[src/fau_pkg.sv]
// shared types and constants for the fraction arithmetic unit
`timescale 1ns / 1ps

package fau_pkg;

    // width of the result numerator and denominator
    localparam int RES_BITS = 32;

    typedef enum logic [2:0] {
        MODE_ADD = 3'd0,
        MODE_SUB = 3'd1,
        MODE_MUL = 3'd2,
        MODE_DIV = 3'd3,
        MODE_EQ  = 3'd4,
        MODE_GT  = 3'd5,
        MODE_RED = 3'd6
    } t_mode;

    typedef enum logic [2:0] {
        ST_IDLE,
        ST_GCD,
        ST_DIV,
        ST_MUL,
        ST_FIN
    } t_state;

endpackage

[src/fau_in_if.sv]
// operand channel of the fraction arithmetic unit
`timescale 1ns / 1ps

interface fau_in_if #(
    parameter int OPERAND_BITS = 16
);
    logic                           valid;
    logic                           ready;
    logic [2:0]                     mode;
    logic signed [OPERAND_BITS-1:0] a_num;
    logic [OPERAND_BITS-2:0]        a_den;
    logic signed [OPERAND_BITS-1:0] b_num;
    logic [OPERAND_BITS-2:0]        b_den;

    modport source (output valid, mode, a_num, a_den, b_num, b_den, input ready);
    modport sink (input valid, mode, a_num, a_den, b_num, b_den, output ready);
endinterface

[src/fau_out_if.sv]
// result channel of the fraction arithmetic unit
`timescale 1ns / 1ps

interface fau_out_if;
    logic                                valid;
    logic                                ready;
    logic signed [fau_pkg::RES_BITS-1:0] res_num;
    logic signed [fau_pkg::RES_BITS-1:0] res_den;
    logic                                truth;
    logic                                zero_den;

    modport source (output valid, res_num, res_den, truth, zero_den, input ready);
    modport sink (input valid, res_num, res_den, truth, zero_den, output ready);
endinterface

[src/fraction_arithmetic_unit.sv]
// fraction arithmetic unit: shared gcd step, restoring divider and multiplier under a sequencer
// equal, reserved and no-gcd add/subtract/reduce go straight to the finish state; mul, div, greater use the multiplier
// add/subtract with unequal denominators and reduce: binary gcd, then two restoring divides,
// then the multiplier steps for add/subtract, while reduce finishes after the divides
// one item at a time; the next item is taken while a finished result waits at the output
// synchronous active-low reset clears the sequencer and the output valid
`timescale 1ns / 1ps

module fraction_arithmetic_unit #(
    parameter int OPERAND_BITS = 16
) (
    input  logic         i_clk,
    input  logic         i_rst_n,
    fau_in_if.sink       i_in,
    fau_out_if.source    o_out
);

    localparam int W  = OPERAND_BITS;
    localparam int RB = fau_pkg::RES_BITS;
    localparam int KW = $clog2(W);
    localparam int CW = $clog2(W);
    localparam logic [CW-1:0] CNT_LAST = CW'(W - 1);

    fau_pkg::t_state r_state, n_state;

    fau_pkg::t_mode        r_mode, n_mode;
    logic signed [W-1:0]   r_an, n_an;
    logic [W-2:0]          r_ad, n_ad;
    logic signed [W-1:0]   r_bn, n_bn;
    logic [W-2:0]          r_bd, n_bd;

    logic [W-1:0]          r_x, n_x;
    logic [W-1:0]          r_y, n_y;
    logic [KW-1:0]         r_k, n_k;
    logic [W-1:0]          r_g, n_g;
    logic [W-1:0]          r_rem, n_rem;
    logic [W-1:0]          r_quo, n_quo;
    logic [CW-1:0]         r_cnt, n_cnt;
    logic                  r_dsel, n_dsel;
    logic [W-1:0]          r_q0, n_q0;
    logic [W-1:0]          r_q1, n_q1;
    logic [1:0]            r_step, n_step;
    logic signed [2*W-1:0] r_prod, n_prod;
    logic signed [2*W-1:0] r_lhs, n_lhs;
    logic [RB-1:0]         r_rn, n_rn;
    logic [RB-1:0]         r_rd, n_rd;
    logic                  r_truth, n_truth;
    logic                  r_zd, n_zd;

    logic                  r_ovalid;
    logic [RB-1:0]         r_o_num;
    logic [RB-1:0]         r_o_den;
    logic                  r_o_truth;
    logic                  r_o_zd;

    fau_pkg::t_mode        w_in_mode;
    logic                  w_accept;
    logic                  w_opzero;
    logic                  w_direct;
    logic [W-1:0]          w_in_mag;
    logic [W-1:0]          w_mag;
    logic                  w_gcd_done;
    logic [W-1:0]          w_gsrc;
    logic [W:0]            w_trial;
    logic                  w_ge;
    logic [W-1:0]          w_div_quo;
    logic                  w_div_last;
    logic [W-1:0]          w_dividend0;
    logic [W-1:0]          w_dividend1;
    logic                  w_is_addsub;
    logic                  w_mul_last;
    logic signed [W-1:0]   w_ad_s;
    logic signed [W-1:0]   w_bd_s;
    logic signed [W-1:0]   w_q0_s;
    logic signed [W-1:0]   w_q1_s;
    logic signed [W-1:0]   w_ma;
    logic signed [W-1:0]   w_mb;
    logic                  w_fin_load;

    assign w_in_mode = fau_pkg::t_mode'(i_in.mode);
    assign w_accept  = i_in.valid && i_in.ready;
    assign w_opzero  = (i_in.a_den == '0) || (i_in.b_den == '0);
    assign w_in_mag  = i_in.a_num[W-1] ? $unsigned(-i_in.a_num) : $unsigned(i_in.a_num);
    assign w_mag     = r_an[W-1] ? $unsigned(-r_an) : $unsigned(r_an);

    // items that finish without any iteration
    always_comb begin
        case (w_in_mode)
            fau_pkg::MODE_ADD, fau_pkg::MODE_SUB: begin
                w_direct = w_opzero || (i_in.a_den == i_in.b_den);
            end
            fau_pkg::MODE_MUL, fau_pkg::MODE_DIV, fau_pkg::MODE_GT: begin
                w_direct = 1'b0;
            end
            fau_pkg::MODE_RED: begin
                w_direct = (i_in.a_den == '0);
            end
            default: begin
                w_direct = 1'b1;
            end
        endcase
    end

    // binary gcd and restoring divider status
    assign w_gcd_done = (r_x == '0) || (r_y == '0);
    assign w_gsrc     = (r_x == '0) ? r_y : r_x;
    assign w_trial    = {r_rem, r_quo[W-1]};
    assign w_ge       = (w_trial >= {1'b0, r_g});
    assign w_div_quo  = {r_quo[W-2:0], w_ge};
    assign w_div_last = (r_cnt == CNT_LAST);
    assign w_dividend0 = (r_mode == fau_pkg::MODE_RED) ? w_mag : {1'b0, r_ad};
    assign w_dividend1 = (r_mode == fau_pkg::MODE_RED) ? {1'b0, r_ad} : {1'b0, r_bd};

    // shared multiplier operand selection
    assign w_is_addsub = (r_mode inside {fau_pkg::MODE_ADD, fau_pkg::MODE_SUB});
    assign w_mul_last  = (r_step == (w_is_addsub ? 2'd3 : 2'd2));
    assign w_ad_s = {1'b0, r_ad};
    assign w_bd_s = {1'b0, r_bd};
    assign w_q0_s = r_q0;
    assign w_q1_s = r_q1;

    always_comb begin
        w_ma = r_an;
        w_mb = w_bd_s;
        case (r_mode)
            fau_pkg::MODE_ADD, fau_pkg::MODE_SUB: begin
                case (r_step)
                    2'd0:    begin w_ma = w_q0_s; w_mb = w_bd_s; end
                    2'd1:    begin w_ma = r_an;   w_mb = w_q1_s; end
                    default: begin w_ma = r_bn;   w_mb = w_q0_s; end
                endcase
            end
            fau_pkg::MODE_MUL: begin
                if (r_step == 2'd0) begin
                    w_ma = r_an;
                    w_mb = r_bn;
                end else begin
                    w_ma = w_ad_s;
                    w_mb = w_bd_s;
                end
            end
            fau_pkg::MODE_DIV, fau_pkg::MODE_GT: begin
                if (r_step == 2'd0) begin
                    w_ma = r_an;
                    w_mb = w_bd_s;
                end else begin
                    w_ma = r_bn;
                    w_mb = w_ad_s;
                end
            end
            default: begin
                w_ma = r_an;
                w_mb = w_bd_s;
            end
        endcase
    end

    assign w_fin_load = (r_state == fau_pkg::ST_FIN) && (!r_ovalid || o_out.ready);

    // next state
    always_comb begin
        n_state = r_state;
        case (r_state)
            fau_pkg::ST_IDLE: begin
                if (i_in.valid) begin
                    if (w_direct) begin
                        n_state = fau_pkg::ST_FIN;
                    end else if (w_in_mode inside {fau_pkg::MODE_MUL, fau_pkg::MODE_DIV,
                                                   fau_pkg::MODE_GT}) begin
                        n_state = fau_pkg::ST_MUL;
                    end else begin
                        n_state = fau_pkg::ST_GCD;
                    end
                end
            end
            fau_pkg::ST_GCD: begin
                if (w_gcd_done) begin
                    n_state = fau_pkg::ST_DIV;
                end
            end
            fau_pkg::ST_DIV: begin
                if (w_div_last && r_dsel) begin
                    n_state = (r_mode == fau_pkg::MODE_RED) ? fau_pkg::ST_FIN
                                                            : fau_pkg::ST_MUL;
                end
            end
            fau_pkg::ST_MUL: begin
                if (w_mul_last) begin
                    n_state = fau_pkg::ST_FIN;
                end
            end
            fau_pkg::ST_FIN: begin
                if (!r_ovalid || o_out.ready) begin
                    n_state = fau_pkg::ST_IDLE;
                end
            end
            default: begin
                n_state = fau_pkg::ST_IDLE;
            end
        endcase
    end

    // datapath
    always_comb begin
        n_mode  = r_mode;
        n_an    = r_an;
        n_ad    = r_ad;
        n_bn    = r_bn;
        n_bd    = r_bd;
        n_x     = r_x;
        n_y     = r_y;
        n_k     = r_k;
        n_g     = r_g;
        n_rem   = r_rem;
        n_quo   = r_quo;
        n_cnt   = r_cnt;
        n_dsel  = r_dsel;
        n_q0    = r_q0;
        n_q1    = r_q1;
        n_step  = r_step;
        n_prod  = r_prod;
        n_lhs   = r_lhs;
        n_rn    = r_rn;
        n_rd    = r_rd;
        n_truth = r_truth;
        n_zd    = r_zd;
        case (r_state)
            fau_pkg::ST_IDLE: begin
                if (w_accept) begin
                    n_mode  = w_in_mode;
                    n_an    = i_in.a_num;
                    n_ad    = i_in.a_den;
                    n_bn    = i_in.b_num;
                    n_bd    = i_in.b_den;
                    n_k     = '0;
                    n_step  = '0;
                    n_rn    = '0;
                    n_rd    = RB'(1);
                    n_truth = 1'b0;
                    n_zd    = w_opzero;
                    n_x     = {1'b0, i_in.a_den};
                    n_y     = {1'b0, i_in.b_den};
                    case (w_in_mode)
                        fau_pkg::MODE_ADD, fau_pkg::MODE_SUB: begin
                            if (w_opzero) begin
                                n_rd = '0;
                            end else if (i_in.a_den == i_in.b_den) begin
                                n_rd = RB'(i_in.a_den);
                                n_rn = (w_in_mode == fau_pkg::MODE_ADD)
                                     ? RB'(i_in.a_num) + RB'(i_in.b_num)
                                     : RB'(i_in.a_num) - RB'(i_in.b_num);
                            end
                        end
                        fau_pkg::MODE_EQ: begin
                            n_truth = (i_in.a_num == i_in.b_num) && (i_in.a_den == i_in.b_den);
                        end
                        fau_pkg::MODE_RED: begin
                            n_zd = (i_in.a_den == '0);
                            n_x  = w_in_mag;
                            n_y  = {1'b0, i_in.a_den};
                            if (i_in.a_den == '0) begin
                                n_rn = RB'(i_in.a_num);
                                n_rd = '0;
                            end
                        end
                        fau_pkg::MODE_MUL, fau_pkg::MODE_DIV, fau_pkg::MODE_GT: begin
                            n_rd = RB'(1);
                        end
                        default: begin
                            n_zd = 1'b0;
                        end
                    endcase
                end
            end
            fau_pkg::ST_GCD: begin
                if (w_gcd_done) begin
                    n_g    = w_gsrc << r_k;
                    n_quo  = w_dividend0;
                    n_rem  = '0;
                    n_cnt  = '0;
                    n_dsel = 1'b0;
                end else if (!r_x[0] && !r_y[0]) begin
                    n_x = r_x >> 1;
                    n_y = r_y >> 1;
                    n_k = r_k + 1'b1;
                end else if (!r_x[0]) begin
                    n_x = r_x >> 1;
                end else if (!r_y[0]) begin
                    n_y = r_y >> 1;
                end else if (r_x >= r_y) begin
                    n_x = r_x - r_y;
                end else begin
                    n_y = r_y - r_x;
                end
            end
            fau_pkg::ST_DIV: begin
                n_rem = w_ge ? W'(w_trial - {1'b0, r_g}) : w_trial[W-1:0];
                n_quo = w_div_quo;
                n_cnt = r_cnt + 1'b1;
                if (w_div_last) begin
                    if (!r_dsel) begin
                        n_q0   = w_div_quo;
                        n_quo  = w_dividend1;
                        n_rem  = '0;
                        n_cnt  = '0;
                        n_dsel = 1'b1;
                    end else begin
                        n_q1   = w_div_quo;
                        n_step = '0;
                        // sign goes back onto the reduced numerator
                        n_rn   = r_an[W-1] ? RB'(0) - RB'(r_q0) : RB'(r_q0);
                        n_rd   = RB'(w_div_quo);
                    end
                end
            end
            fau_pkg::ST_MUL: begin
                n_prod = w_ma * w_mb;
                n_step = r_step + 1'b1;
                // consume the product registered in the previous step
                if (r_step != 2'd0) begin
                    case (r_mode)
                        fau_pkg::MODE_ADD, fau_pkg::MODE_SUB: begin
                            case (r_step)
                                2'd1: n_rd = RB'(r_prod);
                                2'd2: n_rn = RB'(r_prod);
                                default: begin
                                    n_rn = (r_mode == fau_pkg::MODE_ADD) ? r_rn + RB'(r_prod)
                                                                         : r_rn - RB'(r_prod);
                                end
                            endcase
                        end
                        fau_pkg::MODE_MUL: begin
                            if (r_step == 2'd1) begin
                                n_rn = RB'(r_prod);
                            end else begin
                                n_rd = RB'(r_prod);
                            end
                        end
                        fau_pkg::MODE_DIV: begin
                            if (r_step == 2'd1) begin
                                n_rn = RB'(r_prod);
                            end else begin
                                n_rd = RB'(r_prod);
                                n_zd = r_zd || (RB'(r_prod) == '0);
                            end
                        end
                        fau_pkg::MODE_GT: begin
                            if (r_step == 2'd1) begin
                                n_lhs = r_prod;
                            end else begin
                                n_truth = (r_lhs > r_prod);
                            end
                        end
                        default: begin
                            n_lhs = r_lhs;
                        end
                    endcase
                end
            end
            default: begin
                n_step = r_step;
            end
        endcase
    end

    always_ff @(posedge i_clk) begin
        if (!i_rst_n) begin
            r_state  <= fau_pkg::ST_IDLE;
            r_ovalid <= 1'b0;
        end else begin
            r_state <= n_state;
            if (w_fin_load) begin
                r_ovalid <= 1'b1;
            end else if (o_out.ready) begin
                r_ovalid <= 1'b0;
            end
        end
    end

    always_ff @(posedge i_clk) begin
        r_mode  <= n_mode;
        r_an    <= n_an;
        r_ad    <= n_ad;
        r_bn    <= n_bn;
        r_bd    <= n_bd;
        r_x     <= n_x;
        r_y     <= n_y;
        r_k     <= n_k;
        r_g     <= n_g;
        r_rem   <= n_rem;
        r_quo   <= n_quo;
        r_cnt   <= n_cnt;
        r_dsel  <= n_dsel;
        r_q0    <= n_q0;
        r_q1    <= n_q1;
        r_step  <= n_step;
        r_prod  <= n_prod;
        r_lhs   <= n_lhs;
        r_rn    <= n_rn;
        r_rd    <= n_rd;
        r_truth <= n_truth;
        r_zd    <= n_zd;
        if (w_fin_load) begin
            r_o_num   <= r_rn;
            r_o_den   <= r_rd;
            r_o_truth <= r_truth;
            r_o_zd    <= r_zd;
        end
    end

    assign i_in.ready     = (r_state == fau_pkg::ST_IDLE);
    assign o_out.valid    = r_ovalid;
    assign o_out.res_num  = r_o_num;
    assign o_out.res_den  = r_o_den;
    assign o_out.truth    = r_o_truth;
    assign o_out.zero_den = r_o_zd;

    a_accept_leaves_idle: assert property (@(posedge i_clk) disable iff (!i_rst_n)
        w_accept |=> (r_state != fau_pkg::ST_IDLE))
        else $error("accepted item did not start work");

    a_gcd_operands: assert property (@(posedge i_clk) disable iff (!i_rst_n)
        (r_state == fau_pkg::ST_GCD) |-> (r_x != '0 || r_y != '0))
        else $error("gcd step with both operands zero");

    a_divisor_nonzero: assert property (@(posedge i_clk) disable iff (!i_rst_n)
        (r_state == fau_pkg::ST_DIV) |-> (r_g != '0))
        else $error("divide by zero gcd");

    a_fin_presents: assert property (@(posedge i_clk) disable iff (!i_rst_n)
        w_fin_load |=> (o_out.valid && r_state != fau_pkg::ST_FIN))
        else $error("finished item not presented");

endmodule

[src/flat_wrapper.sv]
// flat-port wrapper written by rule: the top's interface ports become plain ports
module fraction_arithmetic_unit_flat 
#(
    parameter int OPERAND_BITS = 16
)
  (i_clk, i_rst_n, i_in_valid, i_in_mode, i_in_a_num, i_in_a_den, i_in_b_num, i_in_b_den, i_in_ready, o_out_valid, o_out_res_num, o_out_res_den, o_out_truth, o_out_zero_den, o_out_ready);
  fau_in_if #(.OPERAND_BITS(OPERAND_BITS)) i_in_i ();
  fau_out_if o_out_i ();
  input  logic i_clk;
  input  logic i_rst_n;
  input wire logic [$bits(i_in_i.valid)-1:0] i_in_valid;
  input wire logic [$bits(i_in_i.mode)-1:0] i_in_mode;
  input wire logic [$bits(i_in_i.a_num)-1:0] i_in_a_num;
  input wire logic [$bits(i_in_i.a_den)-1:0] i_in_a_den;
  input wire logic [$bits(i_in_i.b_num)-1:0] i_in_b_num;
  input wire logic [$bits(i_in_i.b_den)-1:0] i_in_b_den;
  output wire logic [$bits(i_in_i.ready)-1:0] i_in_ready;
  output wire logic [$bits(o_out_i.valid)-1:0] o_out_valid;
  output wire logic [$bits(o_out_i.res_num)-1:0] o_out_res_num;
  output wire logic [$bits(o_out_i.res_den)-1:0] o_out_res_den;
  output wire logic [$bits(o_out_i.truth)-1:0] o_out_truth;
  output wire logic [$bits(o_out_i.zero_den)-1:0] o_out_zero_den;
  input wire logic [$bits(o_out_i.ready)-1:0] o_out_ready;
  assign i_in_i.valid = i_in_valid;
  assign i_in_i.mode = i_in_mode;
  assign i_in_i.a_num = i_in_a_num;
  assign i_in_i.a_den = i_in_a_den;
  assign i_in_i.b_num = i_in_b_num;
  assign i_in_i.b_den = i_in_b_den;
  assign i_in_ready = i_in_i.ready;
  assign o_out_valid = o_out_i.valid;
  assign o_out_res_num = o_out_i.res_num;
  assign o_out_res_den = o_out_i.res_den;
  assign o_out_truth = o_out_i.truth;
  assign o_out_zero_den = o_out_i.zero_den;
  assign o_out_i.ready = o_out_ready;
  fraction_arithmetic_unit #(.OPERAND_BITS(OPERAND_BITS)) u_core (.i_clk(i_clk), .i_rst_n(i_rst_n), .i_in(i_in_i), .o_out(o_out_i));
endmodule
[config.mk]
export PLATFORM = sky130hd
export DESIGN_NAME = fraction_arithmetic_unit_flat
export DESIGN_NICKNAME = d
export VERILOG_FILES = /design/src/fau_pkg.sv /design/src/fau_in_if.sv /design/src/fau_out_if.sv /design/src/fraction_arithmetic_unit.sv /design/src/flat_wrapper.sv
export SDC_FILE = /design/constraint.sdc
export NUM_CORES = 2
export LEC_CHECK = 0
export ABC_CLOCK_PERIOD_IN_PS = 9050
export CORE_MARGIN = 2
export CORE_UTILIZATION = 55
export CTS_BUF_LIST = sky130_fd_sc_hd__clkbuf_8 sky130_fd_sc_hd__clkbuf_16
export DETAILED_ROUTE_END_ITERATION = 12
export DONT_BUFFER_PORTS = 1
export PLACE_DENSITY_LB_ADDON = 0.08
export SLEW_MARGIN = 20
export SYNTH_ARGS = -nofsm -noshare
export SYNTH_HDL_FRONTEND = slang
export SYNTH_SLANG_ARGS = --single-unit
[constraint.sdc]
create_clock -name i_clk -period 9.05 [get_ports i_clk]
set_input_delay 1.3575 -clock i_clk [delete_from_list [all_inputs] [get_ports i_clk]]
set_output_delay 1.3575 -clock i_clk [all_outputs]
set_load 0.01 [all_outputs]
Yosys cells after proc, flatten, opt, wreduce, memory -nomap -nowiden
Cells that the tools add are included.
- bits in registers: 388
- input bits: 69
- output and inout bits: 68
- logic and storage cells: 251
- add/sub/neg operators: 13
- $mul: 1
- order comparisons: 3
- eq/ne operators: 44
- shift operators: 1
- muxes and demuxes: 104
- bitwise logic cells: 1
- reduce and logical (&&, ||, !) cells: 54
- operators by type and width (kind ; count):
    32-bit two-way mux ; 17
    16-bit two-way mux ; 27
    32-bit one-hot mux with 2 select lines ; 5
    16-bit one-hot mux with 2 select lines ; 6
    32-bit one-hot mux with 3 select lines ; 2
    16-bit one-hot mux with 3 select lines ; 2
    15-bit two-way mux ; 4
    16-bit subtractor ; 3
    32-bit adder ; 1
    32-bit greater-than comparator ; 1
    16-bit zero test ; 2
    32-bit zero test ; 1
    16-bit by 16-bit multiplier with 32-bit output ; 1
    16-bit negation ; 2
    32-bit subtractor ; 1
    15-bit zero test ; 2
    5-bit AND reduction ; 5
    4-bit two-way mux ; 6
    3-bit two-way mux ; 7
    3-bit by 2-bit equality test with 1-bit output (second input constant) ; 6
    3-bit equality test (second input constant) ; 6
    16-bit by 16-bit adder with 17-bit output ; 1
    17-bit by 16-bit >= comparator with 1-bit output ; 1
    1-bit by 16-bit subtractor with 17-bit output (first input constant) ; 1
    other kinds (40) ; 111

Longest topological paths before layout
- word-level depth: 7
- gate-level depth with buffers: 35

Least setup slack after synthesis
No wires, ideal clock.
- path type: register to register
- from: reg u_core.r_mode[1]
- to: reg u_core.r_prod[31], data pin
- arrival: 7.498 ns
- path slack: 1.292 ns
- stages on the path, launching flop included: 29
- period minus slack after synthesis: 7.758 ns
- cells stage by stage: edfxtp_1 clkbuf_1 nor3b_1 clkbuf_1 clkbuf_1 clkbuf_1 a22oi_1 o22ai_1 nor3_1 or3_1 fa_1 fa_1 inv_1 fa_1 inv_1 fa_1 fa_1 fa_1 inv_1 ha_1 a21o_1 a211oi_1 o21ba_2 o2111ai_1 a311o_1 nand4_1 nand4b_1 a21oi_1 xnor2_1
- word-level cells in the longest chain between the ends: 4
- elaborated cells between the ends (all ways): 10
- those cells by class: mul: 1; eq/ne: 4; mux: 2; reduce/logical: 3
- ends and longest elaborated chain (item ; RTL line ; RTL):
    from (decl) ; fraction_arithmetic_unit.sv:26 ; fau_pkg::t_mode r_mode, n_mode;
    from (signal assigned) ; fraction_arithmetic_unit.sv:381 ; r_mode <= n_mode;
    3-bit by 2-bit equality test with 1-bit output, or another cell as far along ; fraction_arithmetic_unit.sv:125 ; case (r_mode)
    2-bit OR reduction ; fraction_arithmetic_unit.sv:125 ;
    16-bit one-hot mux with 3 select lines ; fraction_arithmetic_unit.sv:125 ;
    16-bit by 16-bit multiplier with 32-bit output * ; fraction_arithmetic_unit.sv:317 ; n_prod = w_ma * w_mb;
    to (signal assigned) ; fraction_arithmetic_unit.sv:397 ; r_prod <= n_prod;
    to (decl) ; fraction_arithmetic_unit.sv:43 ; logic signed [2*W-1:0] r_prod, n_prod;
Every way passes the cells marked *; elsewhere a longest branch is shown, timed or not.
A chain may end at the register's enable or synchronous reset.

Worst setup path after layout
- from: reg u_core.r_step[0]
- to: reg u_core.r_prod[31], data pin
- word-level cells in the longest chain between the ends: 4
- elaborated cells between the ends (all ways): 11
- those cells by class: mul: 1; eq/ne: 1; mux: 8; reduce/logical: 1
- ends and longest elaborated chain (item ; RTL line ; RTL):
    from (decl) ; fraction_arithmetic_unit.sv:42 ; logic [1:0] r_step, n_step;
    from (signal assigned) ; fraction_arithmetic_unit.sv:396 ; r_step <= n_step;
    2-bit by 1-bit equality test with 1-bit output / 2-bit zero test (equally long branches) ; fraction_arithmetic_unit.sv:127, fraction_arithmetic_unit.sv:134, fraction_arithmetic_unit.sv:143 ;
    16-bit one-hot mux with 2 select lines, or another cell as far along ; fraction_arithmetic_unit.sv:127 ; case (r_step)
    16-bit one-hot mux with 3 select lines ; fraction_arithmetic_unit.sv:125 ;
    16-bit by 16-bit multiplier with 32-bit output * ; fraction_arithmetic_unit.sv:317 ;
Marks and branches as above.

==> run metrics <==
status=finished, final reports clean; sequential element share of the synthesized area=33.1%; # clock sinks=388; routed via count=approximately 28000; Cell variety after synth=75; max frequency=between 0.1 and 0.15 GHz; Syn Area/Cell=approximately 9.5 um^2; drt drc=0; GRT Residual Overflow=0; antenna violations before repair=2; CTS Buf Count=44; cell area after synthesis=between 0.03 and 0.04 mm^2; Final min period=8.54 ns; Hold/Removal Path Class=register to register; Req. time, crit path=roughly 9.4 ns; CTS clk-pin slew, worst paths=about 0.06 ns; clock tree buffer depth=3; placement row count=92; Hold Slack=~0.41 ns; global-route wire length before repair=between 150000 and 200000 um; top-level I/O count=~140; I/O Buffers=0; CTS tree=yes; DP HPWL=91500 um; Worst-Skew Late Latency=slightly below 0.6 ns; Max-Cap Viols=0; Area Growth Syn to Fin=7.21%; R2R Path Start=u_core.r_step[0]; Most Frequent Cell on Critical Path=fa_1; hold path cells=0; share of post-route cells with drive strength above 1=between 5 and 6%; clk root buf=clkbuf_16; initial core utilization=between 50% and 60%; Final Cycle Share=94.4%; syn nets=4271; antenna cells=0; iteration-0 DRC count of the detailed router=roughly 2900; Main synth FF type=edfxtp_1; Synth async-reset ratio=0%; Die ar.=approximately 0.066 mm^2; Ys Warns=0; Critical Path AT=8.87 ns; worst rel slew slack=approximately an eighth; largest net degree at the start of global routing=67; Post-Syn Instances=between 3000 and 4000; H-tree depth=2; Final setup viols=0; Die Y=about 260 um; RSZ-0062 raised after global routing=no; Sequential Area=0.0116 mm^2; post-CTS sizing=0; Setup crit start kind=register; slowest CP cell=or2_2; routability cong.=1.00; drt pass-1 iters=6; drt total wl=between 100000 and 150000 um; final hold vios=0; setup tns final=0 ns; via/cell ratio=6.31; Slew @ Worst Pin=about 1.3 ns; max-slew violations=0; fill cell count=roughly 5400; clk_skew=between 0.02 and 0.03 ns; crit path max fanout=32; Yosys reg bits=a little under 400; Setup CP Type=register to register; Post-synth EDFFs=roughly 380; total global-route track usage=between 30% and 40%; hold_buf cts=0; area of the multi-input gates=0.0212 mm^2; HP Start=u_core.r_rd[1]; Slowest Stage Delay on Critical Path=around 0.57 ns; vias in the first global route=between 20000 and 30000; Wirelength per Cell=between 20 and 30 um; final net count=between 4000 and 5000; number of post-CTS setup repair buffers=0; ANT nets after route=0; core box area=around 0.063 mm^2; CP Capture Type=register; Reg2Reg Depth=28; die width=256 um; Worst Setup SP=u_core.r_step[0]
[critical path: cells and delay by family (launching register included)]
kind,cells,cell delay [ns]
xor+xnor,1,0.09
compound gates,8,2.11
buf+inv,5,0.32
flops,1,0.44
fa+ha+maj,8,3.63
simple gates,6,1.68
[state kept, by name, summed over array words and instances (netlist names), 32 cells and up]
register / count
u_core.r_rd: 32
u_core.r_prod: 32
u_core.r_lhs: 32
u_core.o_out.res_num: 32
u_core.r_rn: 32
u_core.o_out.res_den: 32
[worst paths after layout]
kind / end / slack, ns
min: u_core.o_out.res_den[1] / 0.41
min reg2reg: u_core.o_out.res_den[1] / 0.41
max reg2reg: u_core.r_prod[31] / 0.51
max: u_core.r_prod[31] / 0.51
[synth_stat cells, types with 38 or more instances]
cell      count  area share (%)
fa_1        269              15
o21ai_0     228             3.3
a22oi_1      48             1.0
nor2b_1      58             1.0
ha_1        235             8.4
xor2_1       71             1.8
a21o_1       61             1.3
clkbuf_1    158             1.7
inv_1       453             4.9
edfxtp_1    384              33
nand2_1     308             3.3
mux2i_1      63             1.8
nor3_1       62            0.89
xnor2_1     127             3.2
nor2_1      339             3.6
a21oi_1     242             3.5
nand2b_1     38            0.68
[placed cells by master, fill, tap and decap left out, types with 24 or more instances in the layout]
cell type  count
a211oi_1      37
a21o_1        61
a21oi_1      240
a22oi_1       48
a31oi_1       27
and3_1        29
buf_4         54
clkbuf_16     46
edfxtp_1     384
fa_1         269
ha_1         235
inv_1        457
mux2i_1       63
nand2_1      307
nand2b_1      38
nand3_1       26
nand4_1       29
nor2_1       334
nor2b_1       58
nor3_1        53
nor4_1        24
o211ai_1      35
o21ai_0      227
o22ai_1       29
or2_2         33
or3_1         28
xnor2_1      127
xor2_1        71
[stage by stage]
step | utilization (%) | setup WS (ns) | instance area (um^2) | instances
floorplan | - | 1.29 | 35100 | 3698
finish | 59.6 | 0.509 | 37600 | 4505
CTS | 59.5 | 0.613 | 37500 | 4504
detailed placement | 57.0 | 0.600 | 35900 | 4423
global placement | 57.0 | 0.776 | 35900 | 4423
global route | 59.6 | 0.166 | 37600 | 4505
[layout make-up]
class | count | area share, %
clock buffers | 49 | 3.17
clock inverters | 32 | 1.08
repair buffers | 55 | 1.15
well taps | 846 | 2.82
inverters | 454 | 4.53
flip-flops and latches | 388 | 30.9
multi-input cells | 2681 | 56.4
[cells by family (layout without fill, tap and decap cells)]
logic type / after synthesis / in the layout / synth area share [%]
xor gates and xnor gates: 199 / 199 / 4.99
buffers and inverters: 629 / 590 / 6.75
AOI/OAI and AO/OA: 866 / 866 / 15.4
and+or+nand+nor: 1041 / 1041 / 13.9
adders and majority gates: 504 / 504 / 23.7
DFF: 388 / 388 / 33.1
muxes: 71 / 71 / 2.09
[per-layer routing]
layer,global-route usage (%),routed length (um)
met5,0,13
met3,4.98,9980
met2,55.8,52800
met1,48.1,47500
met4,15.8,6290
Power is left out: the tool's default activity adds up to more than one toggle a clock period on the data nets, which glitch-free logic cannot reach.
